==> src/hsv2rgb_pkg.sv <==
// ----------------------------------------------------------------------------
// HSV to RGB converter package
// Shared constants, reciprocal multipliers, sector codes and the item
// structures that travel between the pipeline sections.
// ----------------------------------------------------------------------------
package hsv2rgb_pkg;

	// Geometry of the hue circle and level range
	localparam int unsigned HUE_FULL_TURN  = 360;
	localparam int unsigned SECTOR_DEGREES = 60;
	localparam int unsigned LEVEL_MAX      = 255;
	localparam int unsigned FRACTION_SCALE = LEVEL_MAX * SECTOR_DEGREES;

	// Field widths
	localparam int unsigned HUE_W   = 16;
	localparam int unsigned LEVEL_W = 8;
	localparam int unsigned REM_W   = 9;   // hue mod 360
	localparam int unsigned OFS_W   = 6;   // offset within sector, 0..59
	localparam int unsigned QUO_W   = 8;   // hue / 360 for a 16-bit hue
	localparam int unsigned FRAC_W  = 14;  // up to FRACTION_SCALE
	localparam int unsigned PNUM_W  = 16;  // v * (255 - s)
	localparam int unsigned QNUM_W  = 22;  // v * (15300 - ...)
	localparam int unsigned PIXEL_W = 24;

	// Exact floor division by constants: ceil(2^N / d), N chosen so that
	// the rounding excess times the largest dividend stays below 2^N.
	localparam int unsigned HUE_SHIFT  = 25;
	localparam int unsigned HUE_RECIP_W = 17;
	localparam logic [HUE_RECIP_W-1:0] HUE_RECIP = HUE_RECIP_W'(
		((64'd1 << HUE_SHIFT) + 64'(HUE_FULL_TURN) - 64'd1) / 64'(HUE_FULL_TURN));

	localparam int unsigned LEVEL_SHIFT   = 24;
	localparam int unsigned LEVEL_RECIP_W = 17;
	localparam logic [LEVEL_RECIP_W-1:0] LEVEL_RECIP = LEVEL_RECIP_W'(
		((64'd1 << LEVEL_SHIFT) + 64'(LEVEL_MAX) - 64'd1) / 64'(LEVEL_MAX));

	localparam int unsigned FRAC_SHIFT   = 36;
	localparam int unsigned FRAC_RECIP_W = 23;
	localparam logic [FRAC_RECIP_W-1:0] FRAC_RECIP = FRAC_RECIP_W'(
		((64'd1 << FRAC_SHIFT) + 64'(FRACTION_SCALE) - 64'd1) / 64'(FRACTION_SCALE));

	// Output formats
	localparam logic FMT_RGB888 = 1'b0;
	localparam logic FMT_RGB565 = 1'b1;

	// 60-degree sectors of the hue circle
	typedef enum logic [2:0] {
		SECTOR_RED     = 3'd0,
		SECTOR_YELLOW  = 3'd1,
		SECTOR_GREEN   = 3'd2,
		SECTOR_CYAN    = 3'd3,
		SECTOR_BLUE    = 3'd4,
		SECTOR_MAGENTA = 3'd5
	} sector_t;

	// Item leaving the hue section
	typedef struct packed {
		logic                valid;
		sector_t             sector;
		logic [OFS_W-1:0]    offset;
		logic [LEVEL_W-1:0]  sat;
		logic [LEVEL_W-1:0]  val;
	} sect_item_t;

	// Item leaving the level section
	typedef struct packed {
		logic                valid;
		sector_t             sector;
		logic [LEVEL_W-1:0]  val;
		logic [LEVEL_W-1:0]  lvl_p;
		logic [LEVEL_W-1:0]  lvl_q;
		logic [LEVEL_W-1:0]  lvl_t;
	} level_item_t;

endpackage

==> src/hsv2rgb_sector.sv <==
// ----------------------------------------------------------------------------
// HSV to RGB hue section
// Reduces the hue modulo 360 by reciprocal multiplication, then splits it
// into a 60-degree sector and an offset within that sector. Two stages.
// ----------------------------------------------------------------------------
module hsv2rgb_sector (
	input  logic                                clk,
	input  logic                                arst_n,
	input  logic                                en,
	input  logic                                in_valid,
	input  logic [hsv2rgb_pkg::HUE_W-1:0]       hue,
	input  logic [hsv2rgb_pkg::LEVEL_W-1:0]     sat,
	input  logic [hsv2rgb_pkg::LEVEL_W-1:0]     val,
	output hsv2rgb_pkg::sect_item_t             item
);

	localparam int unsigned PROD_W = hsv2rgb_pkg::HUE_W + hsv2rgb_pkg::HUE_RECIP_W;

	logic                               valid_s1;
	logic [hsv2rgb_pkg::HUE_W-1:0]      hue_s1;
	logic [hsv2rgb_pkg::QUO_W-1:0]      quo_s1;
	logic [hsv2rgb_pkg::LEVEL_W-1:0]    sat_s1;
	logic [hsv2rgb_pkg::LEVEL_W-1:0]    val_s1;

	logic [PROD_W-1:0]                  quo_prod;
	logic [hsv2rgb_pkg::HUE_W-1:0]      rem_full;
	logic [hsv2rgb_pkg::REM_W-1:0]      rem;
	logic [hsv2rgb_pkg::REM_W-1:0]      base;
	hsv2rgb_pkg::sector_t               sector;

	logic                               valid_s2;
	hsv2rgb_pkg::sector_t               sector_s2;
	logic [hsv2rgb_pkg::OFS_W-1:0]      offset_s2;
	logic [hsv2rgb_pkg::LEVEL_W-1:0]    sat_s2;
	logic [hsv2rgb_pkg::LEVEL_W-1:0]    val_s2;

	// Quotient of hue by a full turn
	assign quo_prod = PROD_W'(hue) * PROD_W'(hsv2rgb_pkg::HUE_RECIP);

	always_ff @(posedge clk or negedge arst_n) begin
		if (!arst_n) begin
			valid_s1 <= 1'b0;
			valid_s2 <= 1'b0;
		end else if (en) begin
			valid_s1 <= in_valid;
			valid_s2 <= valid_s1;
		end
	end

	// Stage 1: capture the item and the quotient
	always_ff @(posedge clk) begin
		if (en) begin
			hue_s1 <= hue;
			sat_s1 <= sat;
			val_s1 <= val;
			quo_s1 <= quo_prod[hsv2rgb_pkg::HUE_SHIFT +: hsv2rgb_pkg::QUO_W];
		end
	end

	// Remainder, then sector by comparison against the sector starts
	assign rem_full = hue_s1 - hsv2rgb_pkg::HUE_W'(
		{{(hsv2rgb_pkg::HUE_W-hsv2rgb_pkg::QUO_W){1'b0}}, quo_s1}
		* hsv2rgb_pkg::HUE_W'(hsv2rgb_pkg::HUE_FULL_TURN));
	assign rem = rem_full[hsv2rgb_pkg::REM_W-1:0];

	always_comb begin
		if (rem >= hsv2rgb_pkg::REM_W'(5 * hsv2rgb_pkg::SECTOR_DEGREES)) begin
			sector = hsv2rgb_pkg::SECTOR_MAGENTA;
			base   = hsv2rgb_pkg::REM_W'(5 * hsv2rgb_pkg::SECTOR_DEGREES);
		end else if (rem >= hsv2rgb_pkg::REM_W'(4 * hsv2rgb_pkg::SECTOR_DEGREES)) begin
			sector = hsv2rgb_pkg::SECTOR_BLUE;
			base   = hsv2rgb_pkg::REM_W'(4 * hsv2rgb_pkg::SECTOR_DEGREES);
		end else if (rem >= hsv2rgb_pkg::REM_W'(3 * hsv2rgb_pkg::SECTOR_DEGREES)) begin
			sector = hsv2rgb_pkg::SECTOR_CYAN;
			base   = hsv2rgb_pkg::REM_W'(3 * hsv2rgb_pkg::SECTOR_DEGREES);
		end else if (rem >= hsv2rgb_pkg::REM_W'(2 * hsv2rgb_pkg::SECTOR_DEGREES)) begin
			sector = hsv2rgb_pkg::SECTOR_GREEN;
			base   = hsv2rgb_pkg::REM_W'(2 * hsv2rgb_pkg::SECTOR_DEGREES);
		end else if (rem >= hsv2rgb_pkg::REM_W'(hsv2rgb_pkg::SECTOR_DEGREES)) begin
			sector = hsv2rgb_pkg::SECTOR_YELLOW;
			base   = hsv2rgb_pkg::REM_W'(hsv2rgb_pkg::SECTOR_DEGREES);
		end else begin
			sector = hsv2rgb_pkg::SECTOR_RED;
			base   = '0;
		end
	end

	// Stage 2: sector and offset
	always_ff @(posedge clk) begin
		if (en) begin
			sector_s2 <= sector;
			offset_s2 <= hsv2rgb_pkg::OFS_W'(rem - base);
			sat_s2    <= sat_s1;
			val_s2    <= val_s1;
		end
	end

	assign item.valid  = valid_s2;
	assign item.sector = sector_s2;
	assign item.offset = offset_s2;
	assign item.sat    = sat_s2;
	assign item.val    = val_s2;

endmodule

==> src/hsv2rgb_level.sv <==
// ----------------------------------------------------------------------------
// HSV to RGB level section
// Computes the p, q and t levels: fraction products, value products and
// exact floor division by reciprocal multiplication. Three stages.
// ----------------------------------------------------------------------------
module hsv2rgb_level (
	input  logic                        clk,
	input  logic                        arst_n,
	input  logic                        en,
	input  hsv2rgb_pkg::sect_item_t     item_in,
	output hsv2rgb_pkg::level_item_t    item_out
);

	localparam int unsigned LW   = hsv2rgb_pkg::LEVEL_W;
	localparam int unsigned FW   = hsv2rgb_pkg::FRAC_W;
	localparam int unsigned PW   = hsv2rgb_pkg::PNUM_W;
	localparam int unsigned QW   = hsv2rgb_pkg::QNUM_W;
	localparam int unsigned PPW  = PW + hsv2rgb_pkg::LEVEL_RECIP_W;
	localparam int unsigned QPW  = QW + hsv2rgb_pkg::FRAC_RECIP_W;
	localparam int unsigned OFS_RW = hsv2rgb_pkg::OFS_W;

	logic                       valid_s3;
	hsv2rgb_pkg::sector_t       sector_s3;
	logic [LW-1:0]              val_s3;
	logic [LW-1:0]              inv_sat_s3;
	logic [FW-1:0]              sm_s3;
	logic [FW-1:0]              smr_s3;

	logic                       valid_s4;
	hsv2rgb_pkg::sector_t       sector_s4;
	logic [LW-1:0]              val_s4;
	logic [PW-1:0]              pnum_s4;
	logic [QW-1:0]              qnum_s4;
	logic [QW-1:0]              tnum_s4;

	logic                       valid_s5;
	hsv2rgb_pkg::sector_t       sector_s5;
	logic [LW-1:0]              val_s5;
	logic [LW-1:0]              p_s5;
	logic [LW-1:0]              q_s5;
	logic [LW-1:0]              t_s5;

	logic [OFS_RW-1:0]          rest_ofs;
	logic [FW-1:0]              frac_q;
	logic [FW-1:0]              frac_t;
	logic [PPW-1:0]             p_prod;
	logic [QPW-1:0]             q_prod;
	logic [QPW-1:0]             t_prod;

	always_ff @(posedge clk or negedge arst_n) begin
		if (!arst_n) begin
			valid_s3 <= 1'b0;
			valid_s4 <= 1'b0;
			valid_s5 <= 1'b0;
		end else if (en) begin
			valid_s3 <= item_in.valid;
			valid_s4 <= valid_s3;
			valid_s5 <= valid_s4;
		end
	end

	// Distance to the end of the sector
	assign rest_ofs = OFS_RW'(hsv2rgb_pkg::SECTOR_DEGREES) - item_in.offset;

	// Stage 3: saturation times the offsets
	always_ff @(posedge clk) begin
		if (en) begin
			sector_s3  <= item_in.sector;
			val_s3     <= item_in.val;
			inv_sat_s3 <= LW'(hsv2rgb_pkg::LEVEL_MAX) - item_in.sat;
			sm_s3      <= FW'(item_in.sat) * FW'(item_in.offset);
			smr_s3     <= FW'(item_in.sat) * FW'(rest_ofs);
		end
	end

	assign frac_q = FW'(hsv2rgb_pkg::FRACTION_SCALE) - sm_s3;
	assign frac_t = FW'(hsv2rgb_pkg::FRACTION_SCALE) - smr_s3;

	// Stage 4: value times the fractions
	always_ff @(posedge clk) begin
		if (en) begin
			sector_s4 <= sector_s3;
			val_s4    <= val_s3;
			pnum_s4   <= PW'(val_s3) * PW'(inv_sat_s3);
			qnum_s4   <= QW'(val_s3) * QW'(frac_q);
			tnum_s4   <= QW'(val_s3) * QW'(frac_t);
		end
	end

	// Floor division by reciprocal multiplication
	assign p_prod = PPW'(pnum_s4) * PPW'(hsv2rgb_pkg::LEVEL_RECIP);
	assign q_prod = QPW'(qnum_s4) * QPW'(hsv2rgb_pkg::FRAC_RECIP);
	assign t_prod = QPW'(tnum_s4) * QPW'(hsv2rgb_pkg::FRAC_RECIP);

	// Stage 5: levels
	always_ff @(posedge clk) begin
		if (en) begin
			sector_s5 <= sector_s4;
			val_s5    <= val_s4;
			p_s5      <= p_prod[hsv2rgb_pkg::LEVEL_SHIFT +: LW];
			q_s5      <= q_prod[hsv2rgb_pkg::FRAC_SHIFT +: LW];
			t_s5      <= t_prod[hsv2rgb_pkg::FRAC_SHIFT +: LW];
		end
	end

	assign item_out.valid  = valid_s5;
	assign item_out.sector = sector_s5;
	assign item_out.val    = val_s5;
	assign item_out.lvl_p  = p_s5;
	assign item_out.lvl_q  = q_s5;
	assign item_out.lvl_t  = t_s5;

endmodule

==> src/hsv_to_rgb_converter_core.sv <==
// ----------------------------------------------------------------------------
// Throughput: one item per cycle; the six-stage pipeline advances as a whole
// and holds only while a waiting output item is stalled.
// Reset: arst_n clears all valid bits and selects RGB888 output.
// ----------------------------------------------------------------------------
// HSV to RGB converter core
// Hue and level sections followed by sector routing and pixel packing.
// ----------------------------------------------------------------------------
module hsv_to_rgb_converter_core (
	input  logic                                clk,
	input  logic                                arst_n,
	input  logic                                cfg_wr_en,
	input  logic                                cfg_wr_data,
	input  logic                                in_valid,
	output logic                                in_stall,
	input  logic [hsv2rgb_pkg::HUE_W-1:0]       hue_degrees,
	input  logic [hsv2rgb_pkg::LEVEL_W-1:0]     sat_level,
	input  logic [hsv2rgb_pkg::LEVEL_W-1:0]     bright_level,
	output logic                                out_valid,
	input  logic                                out_stall,
	output logic [hsv2rgb_pkg::PIXEL_W-1:0]     pixel_word
);

	localparam int unsigned LW = hsv2rgb_pkg::LEVEL_W;

	logic                           en;
	logic                           fmt_q;
	hsv2rgb_pkg::sect_item_t        sect_item;
	hsv2rgb_pkg::level_item_t       level_item;
	logic [LW-1:0]                  red;
	logic [LW-1:0]                  green;
	logic [LW-1:0]                  blue;
	logic [hsv2rgb_pkg::PIXEL_W-1:0] packed_px;
	logic                           valid_s6;
	logic [hsv2rgb_pkg::PIXEL_W-1:0] pixel_s6;

	// Advance unless a finished item is held at the output
	assign en       = !(valid_s6 && out_stall);
	assign in_stall = !en;

	// Output format register
	always_ff @(posedge clk or negedge arst_n) begin
		if (!arst_n) begin
			fmt_q <= hsv2rgb_pkg::FMT_RGB888;
		end else if (cfg_wr_en) begin
			fmt_q <= cfg_wr_data;
		end
	end

	hsv2rgb_sector u_sector (
		.clk      (clk),
		.arst_n   (arst_n),
		.en       (en),
		.in_valid (in_valid),
		.hue      (hue_degrees),
		.sat      (sat_level),
		.val      (bright_level),
		.item     (sect_item)
	);

	hsv2rgb_level u_level (
		.clk      (clk),
		.arst_n   (arst_n),
		.en       (en),
		.item_in  (sect_item),
		.item_out (level_item)
	);

	// Route levels to the channels by sector
	always_comb begin
		case (level_item.sector)
			hsv2rgb_pkg::SECTOR_RED: begin
				red = level_item.val; green = level_item.lvl_t; blue = level_item.lvl_p;
			end
			hsv2rgb_pkg::SECTOR_YELLOW: begin
				red = level_item.lvl_q; green = level_item.val; blue = level_item.lvl_p;
			end
			hsv2rgb_pkg::SECTOR_GREEN: begin
				red = level_item.lvl_p; green = level_item.val; blue = level_item.lvl_t;
			end
			hsv2rgb_pkg::SECTOR_CYAN: begin
				red = level_item.lvl_p; green = level_item.lvl_q; blue = level_item.val;
			end
			hsv2rgb_pkg::SECTOR_BLUE: begin
				red = level_item.lvl_t; green = level_item.lvl_p; blue = level_item.val;
			end
			default: begin
				red = level_item.val; green = level_item.lvl_p; blue = level_item.lvl_q;
			end
		endcase
	end

	// Pack as RGB888 or RGB565
	always_comb begin
		if (fmt_q == hsv2rgb_pkg::FMT_RGB565) begin
			packed_px = {8'h00, red[7:3], green[7:2], blue[7:3]};
		end else begin
			packed_px = {red, green, blue};
		end
	end

	// Stage 6: output register
	always_ff @(posedge clk or negedge arst_n) begin
		if (!arst_n) begin
			valid_s6 <= 1'b0;
		end else if (en) begin
			valid_s6 <= level_item.valid;
		end
	end

	always_ff @(posedge clk) begin
		if (en) begin
			pixel_s6 <= packed_px;
		end
	end

	assign out_valid  = valid_s6;
	assign pixel_word = pixel_s6;

endmodule

==> config.mk <==
export PLATFORM = sky130hd
export DESIGN_NAME = hsv_to_rgb_converter_core
export DESIGN_NICKNAME = d
export VERILOG_FILES = /design/src/hsv2rgb_pkg.sv /design/src/hsv2rgb_sector.sv /design/src/hsv2rgb_level.sv /design/src/hsv_to_rgb_converter_core.sv
export SDC_FILE = /design/constraint.sdc
export NUM_CORES = 2
export LEC_CHECK = 0
export ABC_AREA = 0
export BUFFER_PORTS_ARGS = -buffer_cell sky130_fd_sc_hd__buf_4
export CORE_UTILIZATION = 55
export DETAILED_ROUTE_END_ITERATION = 8
export PLACE_DENSITY = 0.78
export RECOVER_POWER = 50
export SETUP_SLACK_MARGIN = 0.15
export SYNTH_ARGS = -nofsm -noshare
export SYNTH_HDL_FRONTEND = slang
export SYNTH_SLANG_ARGS = --single-unit
==> constraint.sdc <==
create_clock -name clk -period 8 [get_ports clk]
set_input_delay 1.2 -clock clk [delete_from_list [all_inputs] [get_ports clk]]
set_output_delay 1.2 -clock clk [all_outputs]
set_load 0.02 [all_outputs]
Word-level counts from Yosys, hierarchy flattened
Cells that the tools add are included.

Flip-flop bits (word level): 242. Output and inout port bits: 26. Word-level logic and storage cells: 78.

$add $sub $neg: 6. Multiply operators: 10. Order comparisons: 5. Eq/ne operators: 4. Muxes and demuxes: 13. Reduce and logical (&&, ||, !) cells: 7.

Operators by type and width (count): $mul A22 B22 Y43 const B (2); $pmux W8 S3 (3); $mul A8 B14 Y22 (2); $mul A16 B17 Y33 const B (1); $mul A16 B16 Y31 const B (1); $mux W6 (5); $mul A8 B6 Y14 (2); $sub A14 B14 Y14 const A (2); $ge A9 B8 Y1 const B (2); $mul A8 B8 Y16 (1); $mux W16 (1); $reduce_or A2 Y1 (5); $ge A9 B6 Y1 const B (1); $ge A9 B7 Y1 const B (1); $ge A9 B9 Y1 const B (1); $sub A9 B9 Y9 (1); $mul A8 B6 Y6 const B (1); $sub A8 B8 Y8 const A (1); $eq A3 B2 Y1 const B (2); $mux W3 (2); $sub A6 B6 Y6 (1); $sub A6 B6 Y6 const A (1); $eq A3 B1 Y1 const B (1); $eq A3 B3 Y1 const B (1); other kinds (3) (4).

Depth between registers and ports, before layout
Depth after elaboration: 9. Gate-level depth with buffers: 24. Mapped depth without buffers: 23.

By module
A second synthesis with hierarchy kept.

Cells, all modules: 3729. Area, all modules: 38953.6 µm².

Modules (own cells, without submodules): hsv2rgb_level (instances 1, cells each 2932, area each 30122.6 µm², seq. area each 4609.4 µm²); hsv2rgb_sector (instances 1, cells each 600, area each 6856.6 µm², seq. area each 1731.7 µm²); hsv_to_rgb_converter_core (instances 1, cells each 197, area each 1974.4 µm², seq. area each 770.7 µm²).

Worst setup path after synthesis
Ideal clock, no wire load.

Kind: input to output. Start: in out_stall. End: out in_stall. Arrival: 7.181 ns. Data required time: 6.800 ns. Path slack: -0.381 ns. Cell stages on the path: 2. Path buffers: 0. Path through: nand2_1 -> inv_1.

Longest elaborated chain between the ends: 1.

Ends and longest elaborated chain: from (decl) (RTL line hsv_to_rgb_converter_core.sv:20) `input logic out_stall,`; $logic_and A1 B1 Y1 (RTL line hsv_to_rgb_converter_core.sv:38) `assign en = !(valid_s6 && out_stall);`; to (decl) (RTL line hsv_to_rgb_converter_core.sv:15) `output logic in_stall,`.

No other way between the ends.

Worst setup path in the final report
Start: reg u_level.qnum_s4[19]. End: reg u_level.q_s5[7], data pin.

Longest elaborated chain between the ends: 1.

Ends and longest elaborated chain: from (decl) (RTL line hsv2rgb_level.sv:33) `logic [QW-1:0] qnum_s4;`; from (signal assigned) (RTL line hsv2rgb_level.sv:85) `qnum_s4 <= QW'(val_s3) * QW'(frac_q);`; $mul A22 B22 Y43 (RTL line hsv2rgb_level.sv:92) `assign q_prod = QPW'(qnum_s4) * QPW'(hsv2rgb_pkg::FRAC_RECIP);`; net u_level.q_prod[43] (RTL line hsv2rgb_level.sv:47) `logic [QPW-1:0] q_prod;`; to (signal assigned) (RTL line hsv2rgb_level.sv:101) `q_s5 <= q_prod[hsv2rgb_pkg::FRAC_SHIFT +: LW];`; to (decl) (RTL line hsv2rgb_level.sv:40) `logic [LW-1:0] q_s5;`.

The timed path passes the listed nets, and every way through them passes these cells. A chain may end at the register's enable or synchronous reset.

==> key figures <==
CTS
  • CTS H-tree depth: 1
  • Clk_lat worst skew: roughly 0.6 ns
  • Clk pin slew, worst setup/hold paths: 0.06 ns
  • Post_cts resized: 0
  • Postcts setup bufs: 0
  • Clock tree buffer depth: 3
  • CTS sink cnt: 238
  • CTS Root Buffer Type: clkbuf_16
  • CTS Buf Count: 30
  • CTS Hold Bufs: 0
  • Clock tree from TritonCTS: yes

Detailed routing
  • Final ANT Viol Nets: 0
  • Wirelength per Cell: 16.2 um
  • Vias: ~25000
  • Drt first pass iters: 5
  • DR vias/cell: 5.28
  • Initial DRC Count: between 1000 and 1500
  • Final wirelength: 75500 um
  • DRC errors left: 0

GRT
  • Largest net degree at the start of global routing: ~150
  • Number of global-route vias before repair: 25860
  • GRT Util Overall: 22.3%
  • First-pass GRT wire length: 128000 um
  • Initial antenna violation count: 0
  • Grt ovf: 0

Yosys
  • Count of cell types in the netlist: 64
  • Ys flop type: edfxtp_1
  • Xor/xnor cell area share of the yosys netlist: 2.94%
  • Mapped Area: 38500 um2
  • Cell count after synthesis: 3657
  • Seq cells post-synth: 238
  • Adder-Cell Fraction of Synth Area: 53.6%
  • Synth Area in Compound Gates: 5.71%
  • Largest family of logic cells by synthesized area: adder cells
  • Simple-gate share of the synthesized area: 9.01%
  • YS warnings: 0
  • Syn nets: 5019
  • FFs w/ async S/R, synth: 2.94%
  • Post-synth EDFFs: 231
  • Syn_area_per_cell: 10.5 um2
  • Mux cell area share after synthesis: 1.10%
  • Sequential area share after synthesis: 18.5%

Worst setup path
  • Setup CP Type: reg -> reg
  • Worst path required time: 8.36 ns
  • Crit. Startpoint: u_level.qnum_s4[19]
  • Arrival time worst endpoint: 7.11 ns
  • Critical Path Source Type: flop
  • Reg-to-Reg Start: u_level.qnum_s4[19]
  • Critical Path End Type: flop
  • Worst-path maximum fanout: 6

Floorplan
  • Die X: 266 um
  • Core area: 68900 um2
  • Die Area: 71000 um2
  • Initial cell density of the core: between 50% and 60%
  • FP Rows: 96
  • Ports: 64
  • Die H: approximately 270 um

STA
  • Fin crit share: 84.3%
  • Slew @ Worst Pin: 3.95 ns
  • Final Hold Vio Count: 0
  • Slew HR: -163%
  • Final setup TNS: 0 ns
  • RSZ-0062 raised after global routing: false
  • Max Slew Vio Count: 504
  • Final min period: just under 7 ns
  • Clock Skew: 0.0310 ns
  • Setup Viol. Count Final: 0
  • Max Freq: 0.148 GHz

Worst hold path
  • Min-delay worst type: reg -> reg
  • Hold_sp: u_sector.val_s1[0]

Placement
  • RePlAce Congestion: 0.941
  • PortBufs: 63
  • Post-DP HPWL: 62300 um

Status
  • Failing checks: max-capacitance violations, max-slew violations
  • Status: finished, violations left

Flow run
  • Max cap viols: 9

Finish
  • Layout cells sized above 1: 2.97%
  • # nets final: 5071
  • Finished Core Util: 59.2%
  • Area Growth Syn to Fin: 6.18%
  • ANT cells: 0
## final cells by class
cell class | count | area, um2
tap | 931 | 1160
inverter | 879 | 3300
multi-input combinational | 2485 | 27800
fill | 5775 | 28100
sequential | 238 | 7110
timing repair buffer | 75 | 395
clock inverter | 22 | 236
clock buffer | 34 | 787
## final timing paths
check | depth (start not counted) | endpoint | slack (ns)
worst max-delay path | 21 | u_level.q_s5[7] | 1.26
worst min-delay path | 0 | u_sector.val_s2[0] | 0.42
worst max register to register | 21 | u_level.q_s5[7] | 1.26
worst min register to register | 0 | u_sector.val_s2[0] | 0.42
max in group asynchronous | 1 | out_valid | 6.94
min in group asynchronous | 1 | fmt_q | 0.64
## stage by stage
step	instances	cell area [um2]	hold WS, ns	setup WS, ns
6_report	4664	40800	0.417	1.26
5_1_grt	4664	40800	0.424	0.614
4_1_cts	4664	41000	0.420	1.21
3_5_place_dp	4608	40000	0.405	1.04
3_3_place_gp	4608	40000	0.401	1.14
2_1_floorplan	3657	38500	0.400	1.52
## synthesized netlist by cell type, drive strengths merged (6+ instances only)
| cell type | count | share of area, % |
|---|---|---|
| mux2i | 30 | 0.78 |
| or3 | 6 | 0.098 |
| a21o | 26 | 0.51 |
| a21boi | 8 | 0.16 |
| o41ai | 8 | 0.24 |
| nor3 | 30 | 0.39 |
| clkbuf | 50 | 0.49 |
| o31ai | 7 | 0.14 |
| ha | 783 | 25 |
| nand2 | 156 | 1.5 |
| fa | 541 | 28 |
| inv | 877 | 8.6 |
| dfrtp | 7 | 0.46 |
| xnor2 | 96 | 2.2 |
| or2 | 8 | 0.13 |
| mux2 | 11 | 0.32 |
| o21ai | 57 | 0.74 |
| a21oi | 88 | 1.1 |
| o21a | 14 | 0.27 |
| nand4 | 12 | 0.20 |
| nand2b | 25 | 0.41 |
| and2 | 208 | 3.4 |
| nor2 | 105 | 1.0 |
| o21bai | 14 | 0.27 |
| nor2b | 71 | 1.2 |
| and3 | 6 | 0.098 |
| xor2 | 33 | 0.75 |
| o211ai | 14 | 0.27 |
| a211oi | 35 | 0.72 |
| nand3 | 25 | 0.33 |
| edfxtp | 231 | 18 |
| o22ai | 12 | 0.20 |
## kinds of logic (layout without fill, tap and decap cells)
family | count (synthesis) | after routing
XOR/XNOR | 129 | 129
AO/OA/AOI/OAI | 325 | 325
AND/OR/NAND/NOR | 666 | 666
adder cells (fa/ha/maj) | 1324 | 1324
buffers and inverters | 934 | 1010
multiplexers | 41 | 41
flip-flops | 238 | 238
## registers in the layout, summed over array words and instances (netlist names), 9 cells and up
name             flops
u_level.qnum_s4     21
u_level.smr_s3      14
pixel_word          24
u_level.pnum_s4     16
u_level.tnum_s4     22
u_sector.hue_s1      9
u_level.sm_s3       13
## critical path, cell delays in order (launching register included)
cell       delay (ns)
edfxtp_1         0.59
ha_1             0.39
inv_1            0.06
fa_1             0.49
fa_1             0.55
inv_1            0.04
ha_1             0.29
fa_1             0.45
fa_1             0.52
inv_1            0.05
fa_1             0.47
inv_1            0.04
ha_1             0.28
nand4_1          0.10
nor3_1           0.38
nand3_1          0.15
o32ai_2          0.35
o41ai_2          0.16
a2111oi_2        0.52
a31o_2           0.26
nor4_1           0.06
a311oi_1         0.32
## cells in the final DEF, fill, tap and decap left out, drive strengths merged, types with 33 or more instances in the layout
master	synthesis	layout
inv	877	882
ha	783	783
fa	541	541
edfxtp	231	231
and2	208	208
nand2	156	156
nor2	105	105
xnor2	96	96
clkbuf	50	94
a21oi	88	88
nor2b	71	71
o21ai	57	57
a211oi	35	35
xor2	33	33
## per-layer routing
| layer | part of all wire (%) | wire length [um] | vias to the layer above | global-route usage [%] |
|---|---|---|---|---|
| met5 | 0 | 0 | - | 0 |
| met4 | 1.9 | 1460 | 0 | 4.49 |
| met3 | 4.1 | 3080 | 88 | 2.48 |
| met2 | 48 | 36300 | 439 | 38.0 |
| met1 | 46 | 34700 | 12195 | 30.9 |
| li1 | - | - | 11882 | - |
Power is left out: the tool's default activity adds up to more than one toggle a clock period on the data nets, which glitch-free logic cannot reach.
